===== src/hw/rtl/one_shot_timer_pool_unit_assert.svh =====
// Assertion macros for the timer pool.
`ifndef ONE_SHOT_TIMER_POOL_UNIT_ASSERT_SVH
`define ONE_SHOT_TIMER_POOL_UNIT_ASSERT_SVH

// Same-cycle implication, disabled while in reset.
`define OSTP_ASSERT_IMP(lbl, clk, rst_n, ante, cons, msg) \
    lbl: assert property (@(posedge clk) disable iff (!rst_n) (ante) |-> (cons)) \
        else $error(msg);

// Next-cycle implication, disabled while in reset.
`define OSTP_ASSERT_NXT(lbl, clk, rst_n, ante, cons, msg) \
    lbl: assert property (@(posedge clk) disable iff (!rst_n) (ante) |=> (cons)) \
        else $error(msg);

`endif


===== src/hw/rtl/ostp_pkg.sv =====
package ostp_pkg;

    localparam int unsigned ReqW    = 3;
    localparam int unsigned SlotW   = 4;
    localparam int unsigned PeriodW = 16;
    localparam int unsigned TickW   = 32;
    localparam int unsigned StatusW = 3;
    localparam int unsigned InDataW  = 24;
    localparam int unsigned OutDataW = 8;

    typedef enum logic [ReqW-1:0] {
        REQ_CREATE  = 3'd0,
        REQ_FREE    = 3'd1,
        REQ_OPEN    = 3'd2,
        REQ_CLOSE   = 3'd3,
        REQ_PROCESS = 3'd4,
        REQ_TICK    = 3'd5
    } t_req;

    typedef enum logic [StatusW-1:0] {
        ST_OK       = 3'd0,
        ST_NO_FREE  = 3'd1,
        ST_BAD_SLOT = 3'd2,
        ST_EXPIRED  = 3'd3,
        ST_NOTHING  = 3'd4
    } t_status;

    typedef enum logic [2:0] {
        S_IDLE,
        S_EXEC,
        S_CREATE,
        S_PROC,
        S_FLUSH
    } t_state;

endpackage


===== src/hw/rtl/one_shot_timer_pool_unit.sv =====
// Free/open/close/tick and unused codes go from accept to the EXEC state, then into the result register.
// Create scans the slots one per cycle until it finds a free slot or reaches the last one.
// Process checks one slot per cycle on a shared subtract/compare, except while a held hit
// waits on a stalled output. One request in flight at a time.
// Reset (synchronous, active low) clears in-use and armed flags, the tick counter
// and the sequencer; start ticks and periods are not cleared.
module one_shot_timer_pool_unit #(
    parameter int unsigned SLOTS = 10
) (
    input  logic                        i_clk,
    input  logic                        i_rst_n,
    // input transaction
    input  logic                        i_s_tvalid,
    output logic                        o_s_tready,
    // [3:0] slot, [19:4] period, [23:20] zero
    input  logic [ostp_pkg::InDataW-1:0] i_s_tdata,
    // [2:0] req_type
    input  logic [ostp_pkg::ReqW-1:0]   i_s_tuser,
    // result transaction
    output logic                        o_m_tvalid,
    input  logic                        i_m_tready,
    // [3:0] slot_out, [7:4] zero
    output logic [ostp_pkg::OutDataW-1:0] o_m_tdata,
    // [2:0] status
    output logic [ostp_pkg::StatusW-1:0] o_m_tuser,
    output logic                        o_m_tlast
);
    import ostp_pkg::*;

    localparam int unsigned IW = (SLOTS > 1) ? $clog2(SLOTS) : 1;
    localparam logic [IW-1:0] LastIdx = IW'(SLOTS - 1);

    t_state               r_state, n_state;
    t_req                 r_req;
    logic [SlotW-1:0]     r_slot;
    logic [PeriodW-1:0]   r_period;
    logic [IW-1:0]        r_idx;

    logic [SLOTS-1:0]     r_in_use;
    logic [SLOTS-1:0]     r_armed;
    logic [TickW-1:0]     r_start [SLOTS];
    logic [PeriodW-1:0]   r_per [SLOTS];
    logic [TickW-1:0]     r_now;

    logic                 r_pend_v;
    logic [IW-1:0]        r_pend_idx;

    logic                 r_out_v;
    t_status              r_out_status;
    logic [SlotW-1:0]     r_out_slot;
    logic                 r_out_last;

    logic                 s_acc;
    logic                 out_free;
    logic                 slot_bad;
    logic [IW-1:0]        slot_idx;
    logic [TickW-1:0]     elapsed;
    logic                 due;

    // sequencer outputs
    logic                 out_load;
    t_status              out_status;
    logic [SlotW-1:0]     out_slot;
    logic                 out_last;
    logic                 idx_inc;
    logic                 create_wr;
    logic                 free_wr;
    logic                 open_wr;
    logic                 close_wr;
    logic                 disarm_wr;
    logic                 tick_inc;
    logic                 pend_set;
    logic                 pend_clr;

    assign o_s_tready = (r_state == S_IDLE);
    assign s_acc      = i_s_tvalid && o_s_tready;
    assign out_free   = !r_out_v || i_m_tready;

    assign o_m_tvalid = r_out_v;
    assign o_m_tdata  = {(OutDataW - SlotW)'(0), r_out_slot};
    assign o_m_tuser  = r_out_status;
    assign o_m_tlast  = r_out_last;

    assign slot_bad = ({1'b0, r_slot} >= (SlotW + 1)'(SLOTS));
    assign slot_idx = r_slot[IW-1:0];

    // shared unit: elapsed ticks against the period of the slot under the scan index
    assign elapsed = r_now - r_start[r_idx];
    assign due     = r_in_use[r_idx] && r_armed[r_idx]
                     && (elapsed >= {(TickW - PeriodW)'(0), r_per[r_idx]});

    always_comb begin
        n_state = r_state;
        unique case (r_state)
            S_IDLE: begin
                if (s_acc) begin
                    case (t_req'(i_s_tuser))
                        REQ_CREATE:  n_state = S_CREATE;
                        REQ_PROCESS: n_state = S_PROC;
                        default:     n_state = S_EXEC;
                    endcase
                end
            end
            S_EXEC: begin
                if (out_free) n_state = S_IDLE;
            end
            S_CREATE: begin
                if (out_free && (!r_in_use[r_idx] || r_idx == LastIdx)) n_state = S_IDLE;
            end
            S_PROC: begin
                if (r_idx == LastIdx && !(due && r_pend_v && !out_free)) n_state = S_FLUSH;
            end
            S_FLUSH: begin
                if (out_free) n_state = S_IDLE;
            end
            default: n_state = S_IDLE;
        endcase
    end

    always_comb begin
        out_load   = 1'b0;
        out_status = ST_OK;
        out_slot   = '0;
        out_last   = 1'b1;
        idx_inc    = 1'b0;
        create_wr  = 1'b0;
        free_wr    = 1'b0;
        open_wr    = 1'b0;
        close_wr   = 1'b0;
        disarm_wr  = 1'b0;
        tick_inc   = 1'b0;
        pend_set   = 1'b0;
        pend_clr   = 1'b0;
        unique case (r_state)
            S_IDLE: ;
            S_EXEC: begin
                if (out_free) begin
                    out_load = 1'b1;
                    case (r_req) inside
                        REQ_FREE, REQ_OPEN, REQ_CLOSE: begin
                            if (slot_bad) begin
                                out_status = ST_BAD_SLOT;
                            end else begin
                                free_wr  = (r_req == REQ_FREE);
                                open_wr  = (r_req == REQ_OPEN);
                                close_wr = (r_req == REQ_CLOSE);
                            end
                        end
                        REQ_TICK: tick_inc = 1'b1;
                        default: ;
                    endcase
                end
            end
            S_CREATE: begin
                if (!r_in_use[r_idx]) begin
                    if (out_free) begin
                        out_load  = 1'b1;
                        out_slot  = SlotW'(r_idx);
                        create_wr = 1'b1;
                    end
                end else if (r_idx == LastIdx) begin
                    if (out_free) begin
                        out_load   = 1'b1;
                        out_status = ST_NO_FREE;
                    end
                end else begin
                    idx_inc = 1'b1;
                end
            end
            S_PROC: begin
                if (due) begin
                    // hold the newest hit back until the scan shows whether it is the last
                    if (!r_pend_v || out_free) begin
                        if (r_pend_v) begin
                            out_load   = 1'b1;
                            out_status = ST_EXPIRED;
                            out_slot   = SlotW'(r_pend_idx);
                            out_last   = 1'b0;
                        end
                        pend_set  = 1'b1;
                        disarm_wr = 1'b1;
                        idx_inc   = (r_idx != LastIdx);
                    end
                end else begin
                    idx_inc = (r_idx != LastIdx);
                end
            end
            S_FLUSH: begin
                if (out_free) begin
                    out_load = 1'b1;
                    pend_clr = 1'b1;
                    if (r_pend_v) begin
                        out_status = ST_EXPIRED;
                        out_slot   = SlotW'(r_pend_idx);
                    end else begin
                        out_status = ST_NOTHING;
                    end
                end
            end
            default: ;
        endcase
    end

    always_ff @(posedge i_clk) begin
        if (!i_rst_n) begin
            r_state  <= S_IDLE;
            r_in_use <= '0;
            r_armed  <= '0;
            r_now    <= '0;
            r_pend_v <= 1'b0;
            r_out_v  <= 1'b0;
        end else begin
            r_state <= n_state;
            if (out_load) begin
                r_out_v <= 1'b1;
            end else if (i_m_tready) begin
                r_out_v <= 1'b0;
            end
            if (pend_set) begin
                r_pend_v <= 1'b1;
            end else if (pend_clr) begin
                r_pend_v <= 1'b0;
            end
            if (tick_inc) r_now <= r_now + TickW'(1);
            if (create_wr) begin
                r_in_use[r_idx] <= 1'b1;
                r_armed[r_idx]  <= 1'b1;
            end
            if (free_wr)   r_in_use[slot_idx] <= 1'b0;
            if (open_wr)   r_armed[slot_idx]  <= 1'b1;
            if (close_wr)  r_armed[slot_idx]  <= 1'b0;
            if (disarm_wr) r_armed[r_idx]     <= 1'b0;
        end
    end

    always_ff @(posedge i_clk) begin
        if (s_acc) begin
            r_req    <= t_req'(i_s_tuser);
            r_slot   <= i_s_tdata[SlotW-1:0];
            r_period <= i_s_tdata[SlotW +: PeriodW];
            r_idx    <= '0;
        end else if (idx_inc) begin
            r_idx <= r_idx + IW'(1);
        end
        if (pend_set) r_pend_idx <= r_idx;
        if (create_wr) begin
            r_start[r_idx] <= r_now;
            r_per[r_idx]   <= r_period;
        end
        if (open_wr) r_start[slot_idx] <= r_now;
        if (out_load) begin
            r_out_status <= out_status;
            r_out_slot   <= out_slot;
            r_out_last   <= out_last;
        end
    end

`include "one_shot_timer_pool_unit_assert.svh"

    `OSTP_ASSERT_NXT(a_proc_dispatch, i_clk, i_rst_n, s_acc && (i_s_tuser == REQ_PROCESS), r_state == S_PROC, "process request did not start a scan")
    `OSTP_ASSERT_IMP(a_pend_scope, i_clk, i_rst_n, r_pend_v, (r_state == S_PROC) || (r_state == S_FLUSH), "pending expiry outside a scan")
    `OSTP_ASSERT_IMP(a_nonlast_in_proc, i_clk, i_rst_n, out_load && !out_last, (r_state == S_PROC) && (out_status == ST_EXPIRED), "non-final result outside a process scan")
    `OSTP_ASSERT_NXT(a_tick_step, i_clk, i_rst_n, tick_inc, r_now == ($past(r_now) + 32'd1), "tick counter did not advance by one")
    `OSTP_ASSERT_IMP(a_load_free, i_clk, i_rst_n, out_load, out_free, "result loaded over a waiting result")

endmodule

===== config.mk =====
export PLATFORM = sky130hd
export DESIGN_NAME = one_shot_timer_pool_unit
export DESIGN_NICKNAME = d
export VERILOG_FILES = /design/src/hw/rtl/ostp_pkg.sv /design/src/hw/rtl/one_shot_timer_pool_unit.sv
export VERILOG_INCLUDE_DIRS = /design/src /design/src/hw/rtl
export SDC_FILE = /design/constraint.sdc
export NUM_CORES = 1
export LEC_CHECK = 0
export BUFFER_PORTS_ARGS = -buffer_cell sky130_fd_sc_hd__buf_2
export CAP_MARGIN = 25
export CORE_AREA = 2 2 228 230
export DETAILED_ROUTE_END_ITERATION = 8
export DIE_AREA = 0 0 230 232
export PLACE_DENSITY = 0.68
export SETUP_SLACK_MARGIN = 0.2
export SLEW_MARGIN = 20
export SYNTH_ARGS = -nofsm -noshare
export SYNTH_HDL_FRONTEND = slang
export SYNTH_SLANG_ARGS = --single-unit

===== constraint.sdc =====
create_clock -name i_clk -period 19.8 [get_ports i_clk]
set_clock_uncertainty 0.15 [all_clocks]
set_input_delay 1.98 -clock i_clk [delete_from_list [all_inputs] [get_ports i_clk]]
set_output_delay 1.98 -clock i_clk [all_outputs]
set_load 0.01 [all_outputs]

==> metrics.txt, run 1 <==
# TYPE chip_impl_metric gauge
chip_impl_metric{name="gpl.final_weighted_congestion",unit=""} 0.877
chip_impl_metric{name="h_tree_lvls",unit=""} 2
chip_impl_metric{name="postLayoutSetupSlackWorst",unit="ps"} 12230
chip_impl_metric{name="fin_crit_sh",unit=""} 0.382
chip_impl_metric{name="final_core_utilization",unit=""} 0.552
chip_impl_metric{name="total_power",unit="mW"} 2.80
chip_impl_metric{name="switchingPower",unit="mW"} 0.664
chip_impl_info{name="holdCritStartpoint",value="r_in_use[9]"} 1
chip_impl_info{name="run_status",value="completed"} 1
chip_impl_metric{name="final_net_count",unit=""} 1759
chip_impl_metric{name="pwr-share-seq",unit=""} 0.504
chip_impl_metric{name="drtPass1Iterations",unit=""} 7
chip_impl_metric{name="vias_in_the_first_global_route",unit=""} 14139
chip_impl_info{name="rsz0062_at_grt",value="false"} 1
chip_impl_metric{name="synth_cell_type_count",unit=""} 76
chip_impl_metric{name="synth-seq-cells",unit=""} 580
chip_impl_info{name="tritoncts",value="yes"} 1
chip_impl_metric{name="worst-endpoint-arrival",unit="ps"} 7770
chip_impl_metric{name="power_density",unit="nW/um^2"} 99.7
chip_impl_metric{name="max_slew_violations",unit=""} 0
chip_impl_metric{name="dieArea",unit="sq um"} 53400
chip_impl_metric{name="place_worst_setup_slack",unit="ps"} 12120
chip_impl_metric{name="synth_cells",unit=""} 1632
chip_impl_metric{name="timing.critical_path.fanout_max",unit=""} 37
chip_impl_metric{name="clockPowerShare",unit=""} 0.380
chip_impl_info{name="ctsRootBufferMaster",value="sky130_fd_sc_hd__clkbuf_16"} 1
chip_impl_metric{name="synth-warning-count",unit=""} 0
chip_impl_metric{name="power_report.internal_total",unit="mW"} 2.14
chip_impl_metric{name="fmax",unit="MHz"} 132
chip_impl_metric{name="placement.cell_area",unit="sq um"} 26200
chip_impl_info{name="synth_top_area_cell",value="sky130_fd_sc_hd__edfxtp_1"} 1
chip_impl_metric{name="maximum_number_of_pins_on_one_net_before_global_route_repair",unit=""} 50
chip_impl_info{name="netlist_top_cells_area",value="sky130_fd_sc_hd__edfxtp_1 61%, sky130_fd_sc_hd__mux4_2 8.9%, sky130_fd_sc_hd__dfxtp_1 5.2%"} 1
chip_impl_metric{name="final.setup.tns",unit="ps"} 0
chip_impl_info{name="critical_path.startpoint_type",value="register"} 1
chip_impl_metric{name="dr.first_iter.drc_count",unit=""} 1156
chip_impl_metric{name="clkLatencyLatePin",unit="ps"} 600
chip_impl_metric{name="cts.repair.resized",unit=""} 0
chip_impl_metric{name="core_area",unit="sq um"} 50900
chip_impl_metric{name="wl_per_cell",unit="um"} 22.4
chip_impl_metric{name="cts.reportedPaths.clkPinSlew",unit="ps"} 60
chip_impl_metric{name="area_share_of_the_leading_cell_type_in_the_synthesized_netlist",unit=""} 0.613
chip_impl_metric{name="insertedDiodeCount",unit=""} 0
chip_impl_metric{name="io_pins",unit=""} 45
chip_impl_metric{name="finalSetupViolCount",unit=""} 0
chip_impl_metric{name="cts-hold-fix-buffers",unit=""} 0
chip_impl_metric{name="chipHeight",unit="um"} 232
chip_impl_info{name="setup.worst_path.end_class",value="register"} 1
chip_impl_metric{name="synthesis.area_per_instance",unit="sq um"} 15.5
chip_impl_metric{name="ir_drop",unit="uV"} 70.6
chip_impl_info{name="yosys.cell_count.top_type",value="sky130_fd_sc_hd__edfxtp_1"} 1
chip_impl_metric{name="cts-root-to-sink-buffers",unit=""} 3
chip_impl_metric{name="worst-slew-pin-transition",unit="ps"} 936
chip_impl_info{name="netlist_top_cells_count",value="515 x sky130_fd_sc_hd__edfxtp_1, 127 x sky130_fd_sc_hd__nand2_1, 100 x sky130_fd_sc_hd__mux4_2"} 1
chip_impl_metric{name="finalWirelength",unit="um"} 53700
chip_impl_metric{name="ant_nets",unit=""} 0
chip_impl_metric{name="grt_pass1_wl",unit="um"} 83700
chip_impl_metric{name="edff_count_synth",unit=""} 515
chip_impl_metric{name="dp_hpwl",unit="um"} 32300
chip_impl_metric{name="timing_hold_violations_final",unit=""} 0
chip_impl_info{name="timing.setup.critical_path_class",value="register to register"} 1
chip_impl_metric{name="initial_core_util",unit=""} 0.496
chip_impl_metric{name="tritoncts.num_buffers",unit=""} 58
chip_impl_info{name="worst_hold_path_type",value="register to register"} 1
chip_impl_metric{name="placement.io_buffers",unit=""} 36
chip_impl_metric{name="final_design_area_excluding_fillers",unit="sq um"} 28100
chip_impl_metric{name="dp.cells",unit=""} 2292
chip_impl_metric{name="placementRows",unit=""} 83
chip_impl_metric{name="max_slew_margin",unit=""} 0.358
chip_impl_metric{name="drc_errors",unit=""} 0
chip_impl_metric{name="layout_cells_sized_above_1",unit=""} 0.197
chip_impl_metric{name="post_cts_buffers",unit=""} 0
chip_impl_metric{name="timing.critical_path.required",unit="ps"} 20000
chip_impl_metric{name="die_w",unit="um"} 230
chip_impl_metric{name="layout_min_cycle_time",unit="ps"} 7570
chip_impl_metric{name="power.combinational.fraction",unit=""} 0.115
chip_impl_metric{name="swShare",unit=""} 0.237
chip_impl_metric{name="timing.max_cap.violations",unit=""} 0
chip_impl_metric{name="async_flop_share",unit=""} 0
chip_impl_metric{name="numClockSinks",unit=""} 580
chip_impl_metric{name="grt_util_all_layers",unit=""} 0.206
chip_impl_info{name="synth-main-ff-cell",value="sky130_fd_sc_hd__edfxtp_1"} 1
chip_impl_metric{name="hold-worst-slack",unit="ps"} 365
chip_impl_metric{name="vias_per_cell",unit=""} 5.87
chip_impl_metric{name="initial_antenna_violation_count",unit=""} 0
chip_impl_metric{name="synth.yosys.seq_area_share",unit=""} 0.665
chip_impl_metric{name="syn-cell-area",unit="sq um"} 25200
chip_impl_metric{name="grt_overflow_total",unit=""} 0
chip_impl_metric{name="syn2layout_area_growth",unit="%"} 11.3
chip_impl_metric{name="instances_no_fill",unit=""} 2400
chip_impl_metric{name="power.leakage",unit="nW"} 9.59
chip_impl_metric{name="routed-via-count",unit=""} 14084
==> power by group through the flow <==
stage / logic [mW] / registers [mW] / clock network (mW)
4_1_cts: 0.325 / 1.41 / 1.09
5_1_grt: 0.355 / 1.42 / 1.13
2_1_floorplan: 0.251 / 1.42 / 0
3_3_place_gp: 0.316 / 1.44 / 0
3_5_place_dp: 0.323 / 1.44 / 0
6_report: 0.322 / 1.41 / 1.07
==> worst paths after layout <==
kind                            slack (ps)       endpoint  cells after the start
worst max-delay path                 12230  r_out_slot[1]                     24
worst min-delay path                   360    r_in_use[9]                      2
worst max register to register       12230  r_out_slot[1]                     24
worst min register to register         360    r_in_use[9]                      2
==> worst max-delay path, cell delays in order, from the launching register on <==
cell and delay (ps):
sky130_fd_sc_hd__dfxtp_4 750, sky130_fd_sc_hd__buf_4 730, sky130_fd_sc_hd__mux4_2 580, sky130_fd_sc_hd__mux2_2 280, sky130_fd_sc_hd__o21ai_0 270, sky130_fd_sc_hd__ha_1 290, sky130_fd_sc_hd__nor2b_1 140, sky130_fd_sc_hd__o2111a_1 260
sky130_fd_sc_hd__o21ai_1 300, sky130_fd_sc_hd__o21ai_2 200, sky130_fd_sc_hd__a21o_1 210, sky130_fd_sc_hd__a21oi_1 170, sky130_fd_sc_hd__xnor2_1 170, sky130_fd_sc_hd__ha_1 300, sky130_fd_sc_hd__a21oi_1 160, sky130_fd_sc_hd__o211a_1 160
sky130_fd_sc_hd__o311a_1 160, sky130_fd_sc_hd__o211ai_1 80, sky130_fd_sc_hd__nor3_1 160, sky130_fd_sc_hd__or4b_1 510, sky130_fd_sc_hd__a211oi_2 230, sky130_fd_sc_hd__nand4_2 240, sky130_fd_sc_hd__nand3_1 290, sky130_fd_sc_hd__o21ai_0 250
sky130_fd_sc_hd__clkbuf_2 230
==> area by class of cell <==
type	count	area (sq um)
multi-input cells	949	8110
fillers	4080	22800
well taps	680	851
inverters	18	67.6
repair buffers	66	423
clock inverters	36	333
flip-flops and latches	580	16800
clock buffers	71	1520
==> cell usage in the layout, fill, tap and decap left out, types with 10 or more instances in the layout <==
master                      netlist  layout
sky130_fd_sc_hd__o21ai_1         11      11
sky130_fd_sc_hd__a21oi_1         56      56
sky130_fd_sc_hd__nor2b_1         11      11
sky130_fd_sc_hd__inv_1           18      18
sky130_fd_sc_hd__and3_1          18      18
sky130_fd_sc_hd__clkinv_1         0      15
sky130_fd_sc_hd__ha_1            54      54
sky130_fd_sc_hd__mux4_2         100     100
sky130_fd_sc_hd__clkbuf_1        52      12
sky130_fd_sc_hd__nand2_1        127     127
sky130_fd_sc_hd__buf_4            6      28
sky130_fd_sc_hd__edfxtp_1       515     515
sky130_fd_sc_hd__mux2_2          47      47
sky130_fd_sc_hd__nand2b_1        10      10
sky130_fd_sc_hd__nor2_1          97      87
sky130_fd_sc_hd__xnor2_1         27      27
sky130_fd_sc_hd__o21ai_0         68      68
sky130_fd_sc_hd__clkbuf_16        0      59
sky130_fd_sc_hd__nor2_4           0      10
sky130_fd_sc_hd__nand4_1         16      16
sky130_fd_sc_hd__buf_2           11      36
sky130_fd_sc_hd__a211oi_1        16      16
sky130_fd_sc_hd__nand3_1         30      30
sky130_fd_sc_hd__o21a_1          10      10
sky130_fd_sc_hd__mux2i_1         61      61
sky130_fd_sc_hd__dfxtp_1         65      61
sky130_fd_sc_hd__nor3_1          35      33
sky130_fd_sc_hd__xor2_1          23      23
==> routing by layer <==
metal / global-route usage / share of wire / vias up
li1: - / - / 6465
met1: 0.285 / 0.44 / 7179
met2: 0.340 / 0.49 / 360
met3: 0.0270 / 0.046 / 80
met4: 0.0675 / 0.027 / 0
met5: 0 / 0 / -
==> state kept, by name, summed over array words and instances (netlist names), named ones only <==
register,count
r_per,160
r_in_use,10
r_slot,4
r_state,3
r_idx,4
r_pend_v,1
r_period,16
r_now,32
r_pend_idx,4
r_start,320
o_m_tvalid,1
r_armed,10
r_req,3
r_out_slot,4
o_m_tuser,3
o_m_tlast,1
==> cells by family after synthesis <==
group	after synthesis	synth area share
flops	580	0.665
simple gates	383	0.0723
buf+inv	106	0.0178
other cells	1	0.000149
fa+ha+maj	55	0.0276
compound gates	247	0.0647
xor+xnor	50	0.0174
mux	210	0.136
Note: power is estimated with default switching activity, not from simulation.
==> inputs of run 2 (changes only) <==
Settings changed: ABC_AREA set to 1, CORE_AREA 2 2 228 230 to 2 2 234 236, DIE_AREA 0 0 230 232 to 0 0 236 238.
Clock period 19.8 ns to 7.1 ns, I/O delays scaled along.
==> run 2 against run 1 <==
  * Global-route usage increased by 1.7 points
  * Clock-buffer cell count increased by 10
  * Sequential share of layout area decreased by 2.9 points
  * Fmax increased by 29%
  * Critical path type unchanged
  * Critical path depth increased by 2
  * Synthesized cell count increased by 49%
  * Synthesized area increased by 5.6%
  * Combinational power increased to 6.0 times the previous value
  * Worst setup slack got worse by 11000 ps
  * Via count increased by 25%
  * First-iteration DRC count increased by 18%
==> metrics.txt, run 2 <==
# TYPE chip_impl_metric gauge
chip_impl_metric{name="fmax",unit="MHz"} 171
chip_impl_metric{name="clockPowerShare",unit=""} 0.325
chip_impl_metric{name="power_report.internal_total",unit="mW"} 6.24
chip_impl_metric{name="wl_per_cell",unit="um"} 19.4
chip_impl_metric{name="vias_per_cell",unit=""} 5.49
chip_impl_metric{name="reg2regPathDepth",unit=""} 26
chip_impl_metric{name="initial_antenna_violation_count",unit=""} 0
chip_impl_metric{name="dp_hpwl",unit="um"} 39000
chip_impl_metric{name="finalWirelength",unit="um"} 62200
chip_impl_metric{name="timing.max_cap.violations",unit=""} 0
chip_impl_metric{name="drtPass1Iterations",unit=""} 5
chip_impl_info{name="setup.worst_path.end_class",value="register"} 1
chip_impl_metric{name="syn-cell-area",unit="sq um"} 26600
chip_impl_metric{name="cts.repair.resized",unit=""} 0
chip_impl_metric{name="cts-hold-fix-buffers",unit=""} 0
chip_impl_info{name="yosys.cell_count.top_type",value="sky130_fd_sc_hd__edfxtp_1"} 1
chip_impl_metric{name="async_flop_share",unit=""} 0
chip_impl_metric{name="io_pins",unit=""} 45
chip_impl_metric{name="max_slew_violations",unit=""} 0
chip_impl_info{name="cp_slowest_cell",value="sky130_fd_sc_hd__dfxtp_4"} 1
chip_impl_metric{name="layout_min_cycle_time",unit="ps"} 5860
chip_impl_metric{name="timing_hold_violations_final",unit=""} 0
chip_impl_metric{name="synth_cells",unit=""} 2427
chip_impl_info{name="worst_hold_path_type",value="primary input to register"} 1
chip_impl_metric{name="max_slew_margin",unit=""} 0.306
chip_impl_metric{name="setup.reg_to_reg.worst_slack",unit="ps"} 1240
chip_impl_metric{name="gpl.final_weighted_congestion",unit=""} 0.901
chip_impl_metric{name="worst-endpoint-arrival",unit="ps"} 6050
chip_impl_metric{name="synth-seq-cells",unit=""} 580
chip_impl_info{name="hold-path-endpoint",value="r_period[7]"} 1
chip_impl_metric{name="chipHeight",unit="um"} 238
chip_impl_metric{name="max_stage_delay",unit="ps"} 780
chip_impl_metric{name="routed-via-count",unit=""} 17647
chip_impl_metric{name="insertedDiodeCount",unit=""} 0
chip_impl_info{name="critical_path_s_most_frequent_cell",value="sky130_fd_sc_hd__nand2_1"} 1
chip_impl_info{name="critical_path.startpoint_type",value="register"} 1
chip_impl_metric{name="post_cts_buffers",unit=""} 0
chip_impl_metric{name="area_share_of_the_leading_cell_type_in_the_synthesized_netlist",unit=""} 0.581
chip_impl_info{name="worst_r2r_endpoint",value="r_out_slot[3]"} 1
chip_impl_metric{name="drc_errors",unit=""} 0
chip_impl_metric{name="synth.yosys.seq_area_share",unit=""} 0.629
chip_impl_metric{name="swShare",unit=""} 0.300
chip_impl_metric{name="largest_register_ff_count",unit=""} 320
chip_impl_info{name="top_regs",value="r_start x320, r_per x160, r_now x32"} 1
chip_impl_metric{name="timing.critical_path.fanout_max",unit=""} 54
chip_impl_info{name="synth-main-ff-cell",value="sky130_fd_sc_hd__edfxtp_1"} 1
chip_impl_metric{name="synth-warning-count",unit=""} 0
chip_impl_metric{name="fin_crit_sh",unit=""} 0.825
chip_impl_metric{name="path_buf_inv",unit=""} 5
chip_impl_info{name="registers.top_by_ff_count",value="r_start"} 1
chip_impl_metric{name="min_delay_path_depth",unit=""} 1
chip_impl_metric{name="syn2layout_area_growth",unit="%"} 10.8
chip_impl_metric{name="tritoncts.num_buffers",unit=""} 58
chip_impl_info{name="mostFrequentLayoutCell",value="sky130_fd_sc_hd__edfxtp_1"} 1
chip_impl_metric{name="pwr-share-seq",unit=""} 0.458
chip_impl_metric{name="clkLatencyLatePin",unit="ps"} 630
chip_impl_metric{name="power.leakage",unit="nW"} 11.2
chip_impl_metric{name="grt_pass1_wl",unit="um"} 96400
chip_impl_metric{name="timing.critical_path.required",unit="ps"} 7290
chip_impl_metric{name="worst-slew-pin-transition",unit="ps"} 1030
chip_impl_metric{name="ant_nets",unit=""} 0
chip_impl_metric{name="placementRows",unit=""} 85
chip_impl_metric{name="final_core_utilization",unit=""} 0.552
chip_impl_info{name="netlist_top_cells_count",value="515 x sky130_fd_sc_hd__edfxtp_1, 350 x sky130_fd_sc_hd__inv_1, 347 x sky130_fd_sc_hd__nand2_1"} 1
chip_impl_metric{name="finalSetupViolCount",unit=""} 0
chip_impl_metric{name="switchingPower",unit="mW"} 2.68
chip_impl_info{name="netlist_top_cells_area",value="sky130_fd_sc_hd__edfxtp_1 58%, sky130_fd_sc_hd__mux2i_1 5.2%, sky130_fd_sc_hd__inv_1 4.9%"} 1
chip_impl_metric{name="vias_in_the_first_global_route",unit=""} 17209
chip_impl_metric{name="power_density",unit="nW/um^2"} 302
chip_impl_metric{name="cts.reportedPaths.clkPinSlew",unit="ps"} 60
chip_impl_metric{name="placement.io_buffers",unit=""} 36
chip_impl_metric{name="h_tree_lvls",unit=""} 2
chip_impl_metric{name="initial_core_util",unit=""} 0.498
chip_impl_metric{name="grt_util_all_layers",unit=""} 0.222
chip_impl_metric{name="dr.first_iter.drc_count",unit=""} 1366
chip_impl_metric{name="die_w",unit="um"} 236
chip_impl_metric{name="final_net_count",unit=""} 2553
chip_impl_metric{name="final.setup.tns",unit="ps"} 0
chip_impl_metric{name="edff_count_synth",unit=""} 515
chip_impl_metric{name="synth_cell_type_count",unit=""} 54
chip_impl_info{name="holdCritStartpoint",value="i_s_tdata[11]"} 1
chip_impl_info{name="run_status",value="completed"} 1
chip_impl_info{name="rsz0062_at_grt",value="false"} 1
chip_impl_metric{name="maximum_number_of_pins_on_one_net_before_global_route_repair",unit=""} 173
chip_impl_info{name="tritoncts",value="yes"} 1
chip_impl_metric{name="ir_drop",unit="uV"} 206
chip_impl_info{name="ctsRootBufferMaster",value="sky130_fd_sc_hd__clkbuf_16"} 1
chip_impl_metric{name="power.combinational.fraction",unit=""} 0.217
chip_impl_info{name="most_frequent_cells_in_the_layout",value="515 x sky130_fd_sc_hd__edfxtp_1, 348 x sky130_fd_sc_hd__inv_1, 347 x sky130_fd_sc_hd__nand2_1, 201 x sky130_fd_sc_hd__o21ai_0, 142 x sky130_fd_sc_hd__a21oi_1"} 1
chip_impl_metric{name="grt_overflow_total",unit=""} 0
chip_impl_metric{name="numClockSinks",unit=""} 580
chip_impl_metric{name="dieArea",unit="sq um"} 56200
chip_impl_metric{name="cts-root-to-sink-buffers",unit=""} 3
chip_impl_info{name="timing.setup.critical_path_class",value="register to register"} 1
chip_impl_metric{name="synthesis.area_per_instance",unit="sq um"} 11.0
chip_impl_metric{name="core_area",unit="sq um"} 53500
chip_impl_metric{name="layout_cells_sized_above_1",unit=""} 0.0886
chip_impl_info{name="critical-path-top-delay-family",value="simple AND/OR/NAND/NOR gates"} 1
chip_impl_info{name="synth_top_area_cell",value="sky130_fd_sc_hd__edfxtp_1"} 1
run 2: cell types whose count changed after synthesis, moves of 45 or more:
cell and change:
sky130_fd_sc_hd__a21oi_1 +86, sky130_fd_sc_hd__inv_1 +332, sky130_fd_sc_hd__mux2_2 -45, sky130_fd_sc_hd__mux2i_1 +77
sky130_fd_sc_hd__mux4_2 -100, sky130_fd_sc_hd__nand2_1 +220, sky130_fd_sc_hd__nand3_1 +48, sky130_fd_sc_hd__nor2_1 +48
sky130_fd_sc_hd__o211ai_1 +94, sky130_fd_sc_hd__o21ai_0 +133
run 2: per-layer routing:
| layer | GRT usage | wire (um) | vias to the layer above |
|---|---|---|---|
| met5 | 0 | 0 | - |
| met4 | 0.0751 | 1890 | 0 |
| met3 | 0.0347 | 3420 | 119 |
| met2 | 0.375 | 30100 | 486 |
| met1 | 0.295 | 26900 | 8499 |
| li1 | - | - | 8543 |
run 2: cell families after synthesis:
kind of cell / after synthesis / share of synthesized area
AND/OR/NAND/NOR: 684 / 0.113
other: 1 / 0.000141
AO/OA/AOI/OAI: 486 / 0.105
buffers and inverters: 457 / 0.0665
XOR/XNOR: 24 / 0.00789
adder cells (fa/ha/maj): 55 / 0.0261
flip-flops: 580 / 0.629
multiplexers: 140 / 0.0527
run 2: per-stage QoR:
stage	hold WS [ps]	power, mW	setup slack, ps	instances	area, sq um
after floorplan	309	5.50	2480	2430	26600
after global placement	336	6.04	1370	3101	27700
after detailed placement	352	6.09	1300	3103	27700
after CTS	71.6	8.99	1260	3212	29500
after global routing	75.7	9.39	581	3212	29500
final	104	8.92	1240	3212	29500
run 2: worst max path at each step:
stage               cells after the start            end  slack, ps  startpoint
floorplan                              32     o_m_tvalid       2480    register
global placement                       26  r_out_slot[3]       1370    register
detailed placement                     26  r_out_slot[3]       1300    register
CTS                                    26  r_out_slot[3]       1260    register
global route                           26  r_out_slot[1]        580    register
finish                                 26  r_out_slot[3]       1240    register
run 2: power groups by stage:
| stage | logic (mW) | registers, mW | clock network [mW] |
|---|---|---|---|
| 2_1_floorplan | 1.39 | 4.11 | 0 |
| 3_3_place_gp | 1.89 | 4.15 | 0 |
| 3_5_place_dp | 1.93 | 4.16 | 0 |
| 4_1_cts | 1.94 | 4.09 | 2.96 |
| 5_1_grt | 2.19 | 4.11 | 3.09 |
| 6_report | 1.94 | 4.09 | 2.90 |
run 2: cell type report:
type | instances | area (sq um)
repair buffers | 71 | 488
well taps | 696 | 871
inverters | 363 | 1360
fillers | 4490 | 24000
clock buffers | 81 | 1630
clock inverters | 28 | 188
multi-input cells | 1393 | 8200
flip-flops and latches | 580 | 16800
==> inputs of run 3 (changes only) <==
Settings changed: ABC_AREA 1 to 0, CORE_AREA 2 2 234 236 to 2 2 228 230, DIE_AREA 0 0 236 238 to 0 0 230 232.
Clock period 7.1 ns to 5.85 ns, I/O delays scaled along.
==> run 3 against run 2 <==
  * Global-route usage fell by 0.73 points
  * Flip-flop and latch count did not move
  * Register-to-register slack got worse by 1100 ps
  * Non-clock buffer count rose by 122
  * Worst setup slack got worse by 1100 ps
  * Clock-buffer cell count fell by 12
  * Sequential share of layout area fell by 0.38 points
  * Cell count fell by 21%
  * Power rose by 9.9%
  * Cell area rose by 0.67%
  * Critical endpoint is now r_pend_idx[1]
  * Highest routed layer unchanged
==> metrics.txt, run 3 (synthesis results as in run 1) <==
# TYPE chip_impl_metric gauge
chip_impl_metric{name="initial_antenna_violation_count",unit=""} 0
chip_impl_metric{name="maximum_number_of_pins_on_one_net_before_global_route_repair",unit=""} 53
chip_impl_metric{name="chipHeight",unit="um"} 232
chip_impl_metric{name="finalSetupViolCount",unit=""} 0
chip_impl_metric{name="vias_per_cell",unit=""} 5.85
chip_impl_metric{name="grt_util_all_layers",unit=""} 0.215
chip_impl_metric{name="power_density",unit="nW/um^2"} 330
chip_impl_info{name="mostFrequentLayoutCell",value="sky130_fd_sc_hd__edfxtp_1"} 1
chip_impl_metric{name="initial_core_util",unit=""} 0.496
chip_impl_info{name="worst_hold_path_type",value="primary input to register"} 1
chip_impl_metric{name="final.setup.tns",unit="ps"} 0
chip_impl_metric{name="largest_register_ff_count",unit=""} 320
chip_impl_metric{name="final_net_count",unit=""} 1885
chip_impl_metric{name="h_tree_lvls",unit=""} 2
chip_impl_metric{name="final_core_utilization",unit=""} 0.584
chip_impl_metric{name="hold-worst-slack",unit="ps"} 65.5
chip_impl_info{name="timing.setup.critical_path_class",value="register to register"} 1
chip_impl_metric{name="syn2layout_area_growth",unit="%"} 17.8
chip_impl_metric{name="power.leakage",unit="nW"} 10.3
chip_impl_metric{name="fmax",unit="MHz"} 176
chip_impl_metric{name="layout_cells_sized_above_1",unit=""} 0.267
chip_impl_metric{name="placementRows",unit=""} 83
chip_impl_metric{name="instances_no_fill",unit=""} 2527
chip_impl_metric{name="max_stage_delay",unit="ps"} 490
chip_impl_metric{name="ir_drop",unit="uV"} 293
chip_impl_metric{name="worst-slew-pin-transition",unit="ps"} 966
chip_impl_metric{name="wl_per_cell",unit="um"} 22.6
chip_impl_metric{name="io_pins",unit=""} 45
chip_impl_metric{name="die_w",unit="um"} 230
chip_impl_metric{name="final_design_area_excluding_fillers",unit="sq um"} 29700
chip_impl_metric{name="dieArea",unit="sq um"} 53400
chip_impl_info{name="top_regs",value="r_start x320, r_per x160, r_now x32"} 1
chip_impl_metric{name="routed-via-count",unit=""} 14775
chip_impl_metric{name="final.fill_count",unit=""} 3873
chip_impl_metric{name="cts.reportedPaths.clkPinSlew",unit="ps"} 60
chip_impl_metric{name="max_slew_margin",unit=""} 0.338
chip_impl_metric{name="placement.io_buffers",unit=""} 36
chip_impl_info{name="registers.top_by_ff_count",value="r_start"} 1
chip_impl_info{name="global_route.peak_usage_layer",value="met2"} 1
chip_impl_metric{name="vias_in_the_first_global_route",unit=""} 15129
chip_impl_metric{name="layout_min_cycle_time",unit="ps"} 5690
chip_impl_metric{name="grt_pass1_wl",unit="um"} 87300
chip_impl_metric{name="tritoncts.num_buffers",unit=""} 57
chip_impl_info{name="setup.worst_path.end_class",value="register"} 1
chip_impl_info{name="critical_path_s_most_frequent_cell",value="sky130_fd_sc_hd__buf_12"} 1
chip_impl_metric{name="cts-root-to-sink-buffers",unit=""} 3
chip_impl_metric{name="drc_errors",unit=""} 0
chip_impl_metric{name="power_report.internal_total",unit="mW"} 7.41
chip_impl_info{name="cp_slowest_cell",value="sky130_fd_sc_hd__or4b_4"} 1
chip_impl_info{name="ctsRootBufferMaster",value="sky130_fd_sc_hd__clkbuf_16"} 1
chip_impl_metric{name="dr.first_iter.drc_count",unit=""} 1303
chip_impl_info{name="critical_path.startpoint_type",value="register"} 1
chip_impl_metric{name="grtUsageMet1",unit=""} 0.285
chip_impl_info{name="tritoncts",value="yes"} 1
chip_impl_metric{name="max_slew_violations",unit=""} 0
chip_impl_metric{name="timing.critical_path.required",unit="ps"} 6060
chip_impl_metric{name="timing.max_cap.violations",unit=""} 0
chip_impl_metric{name="core_area",unit="sq um"} 50900
chip_impl_metric{name="global_route_met3_usage",unit=""} 0.0306
chip_impl_metric{name="grt_use_met2",unit=""} 0.368
chip_impl_metric{name="dp_hpwl",unit="um"} 34800
chip_impl_metric{name="clkLatencyLatePin",unit="ps"} 620
chip_impl_metric{name="switchingPower",unit="mW"} 2.39
chip_impl_metric{name="grt_overflow_total",unit=""} 0
chip_impl_metric{name="placement.cell_area",unit="sq um"} 26900
chip_impl_metric{name="gpl.final_weighted_congestion",unit=""} 0.908
chip_impl_metric{name="numClockSinks",unit=""} 580
chip_impl_metric{name="finalWirelength",unit="um"} 57200
chip_impl_metric{name="power.combinational.fraction",unit=""} 0.142
chip_impl_metric{name="ant_nets",unit=""} 0
chip_impl_metric{name="dp.cells",unit=""} 2372
chip_impl_metric{name="timing_hold_violations_final",unit=""} 0
chip_impl_metric{name="timing.critical_path.fanout_max",unit=""} 8
chip_impl_info{name="rsz0062_at_grt",value="true"} 1
chip_impl_metric{name="clockPowerShare",unit=""} 0.374
chip_impl_metric{name="fin_crit_sh",unit=""} 0.972
chip_impl_info{name="most_frequent_cells_in_the_layout",value="515 x sky130_fd_sc_hd__edfxtp_1, 126 x sky130_fd_sc_hd__nand2_1, 113 x sky130_fd_sc_hd__buf_4, 100 x sky130_fd_sc_hd__mux4_2, 85 x sky130_fd_sc_hd__nor2_1"} 1
chip_impl_metric{name="drtPass1Iterations",unit=""} 5
chip_impl_info{name="run_status",value="completed"} 1
chip_impl_metric{name="swShare",unit=""} 0.244
chip_impl_metric{name="pwr-share-seq",unit=""} 0.484
chip_impl_metric{name="insertedDiodeCount",unit=""} 0
chip_impl_metric{name="worst-endpoint-arrival",unit="ps"} 5890
-- run 3: cell count changes in the layout (fill, tap and decap cells not counted), moves of 94 or more --
cell,previous run,this run
sky130_fd_sc_hd__a21oi_1,142,48
sky130_fd_sc_hd__inv_1,348,18
sky130_fd_sc_hd__mux4_2,0,100
sky130_fd_sc_hd__nand2_1,347,126
sky130_fd_sc_hd__o211ai_1,99,5
sky130_fd_sc_hd__o21ai_0,201,52
-- run 3: worst paths after layout --
| check | startpoint | end | slack [ps] | depth (start not counted) |
|---|---|---|---|---|
| worst max-delay path | register | r_pend_idx[1] | 160 | 25 |
| worst min-delay path | i_s_tdata[13] | r_period[9] | 70 | 1 |
| worst max register to register | register | r_pend_idx[1] | 160 | 25 |
| worst min register to register | r_in_use[9] | r_in_use[9] | 360 | 2 |
-- run 3: timing repair --
item / in CTS / in global routing
buffers inserted: 11 / 13
endpoints found under the setup margin: 42 / 42
gates cloned: 1 / 1
resized for setup: 60 / 31
pin swaps: 36 / 19
hold endpoints to repair: 22 / 0
hold buffers: 22 / 0
-- run 3: routing by layer --
| layer | wire length, um | vias to the layer above |
|---|---|---|
| met5 | 0 | - |
| met4 | 1550 | 0 |
| met3 | 3120 | 102 |
| met2 | 28500 | 442 |
| met1 | 24000 | 7509 |
| li1 | - | 6722 |
-- run 3: power groups by stage --
stage / sequential (mW) / combinational, mW / clock (mW)
after floorplan: 4.79 / 0.870 / 0
after global placement: 4.82 / 1.22 / 0
after detailed placement: 4.83 / 1.23 / 0
after CTS: 4.75 / 1.33 / 3.74
after global routing: 4.76 / 1.50 / 3.91
final: 4.75 / 1.39 / 3.67
-- run 3: worst max-delay path: cells and delay by family (launching register included) --
| family | cells | cell delay, ps |
|---|---|---|
| xor gates and xnor gates | 1 | 170 |
| and+or+nand+nor | 9 | 1550 |
| adders and majority gates | 2 | 580 |
| AOI/OAI and AO/OA | 7 | 1200 |
| buffers and inverters | 4 | 570 |
| muxes | 2 | 780 |
| DFF | 1 | 400 |
-- run 3: final cells by class --
class | instances | area (sq um) | area share
multi-input cells | 949 | 8480 | 0.285
inverters | 18 | 67.6 | 0.00227
clock inverters | 38 | 419 | 0.0141
clock buffers | 69 | 1470 | 0.0495
well taps | 680 | 851 | 0.0286
repair buffers | 193 | 1640 | 0.0552
flip-flops and latches | 580 | 16800 | 0.565
-- run 3: per-stage QoR --
step                      setup slack [ps]  total power, mW
final                                  165             9.81
after global routing                 -98.8             10.2
after CTS                             64.6             9.82
after detailed placement              -231             6.07
after global placement                -200             6.04
after floorplan                        202             5.66
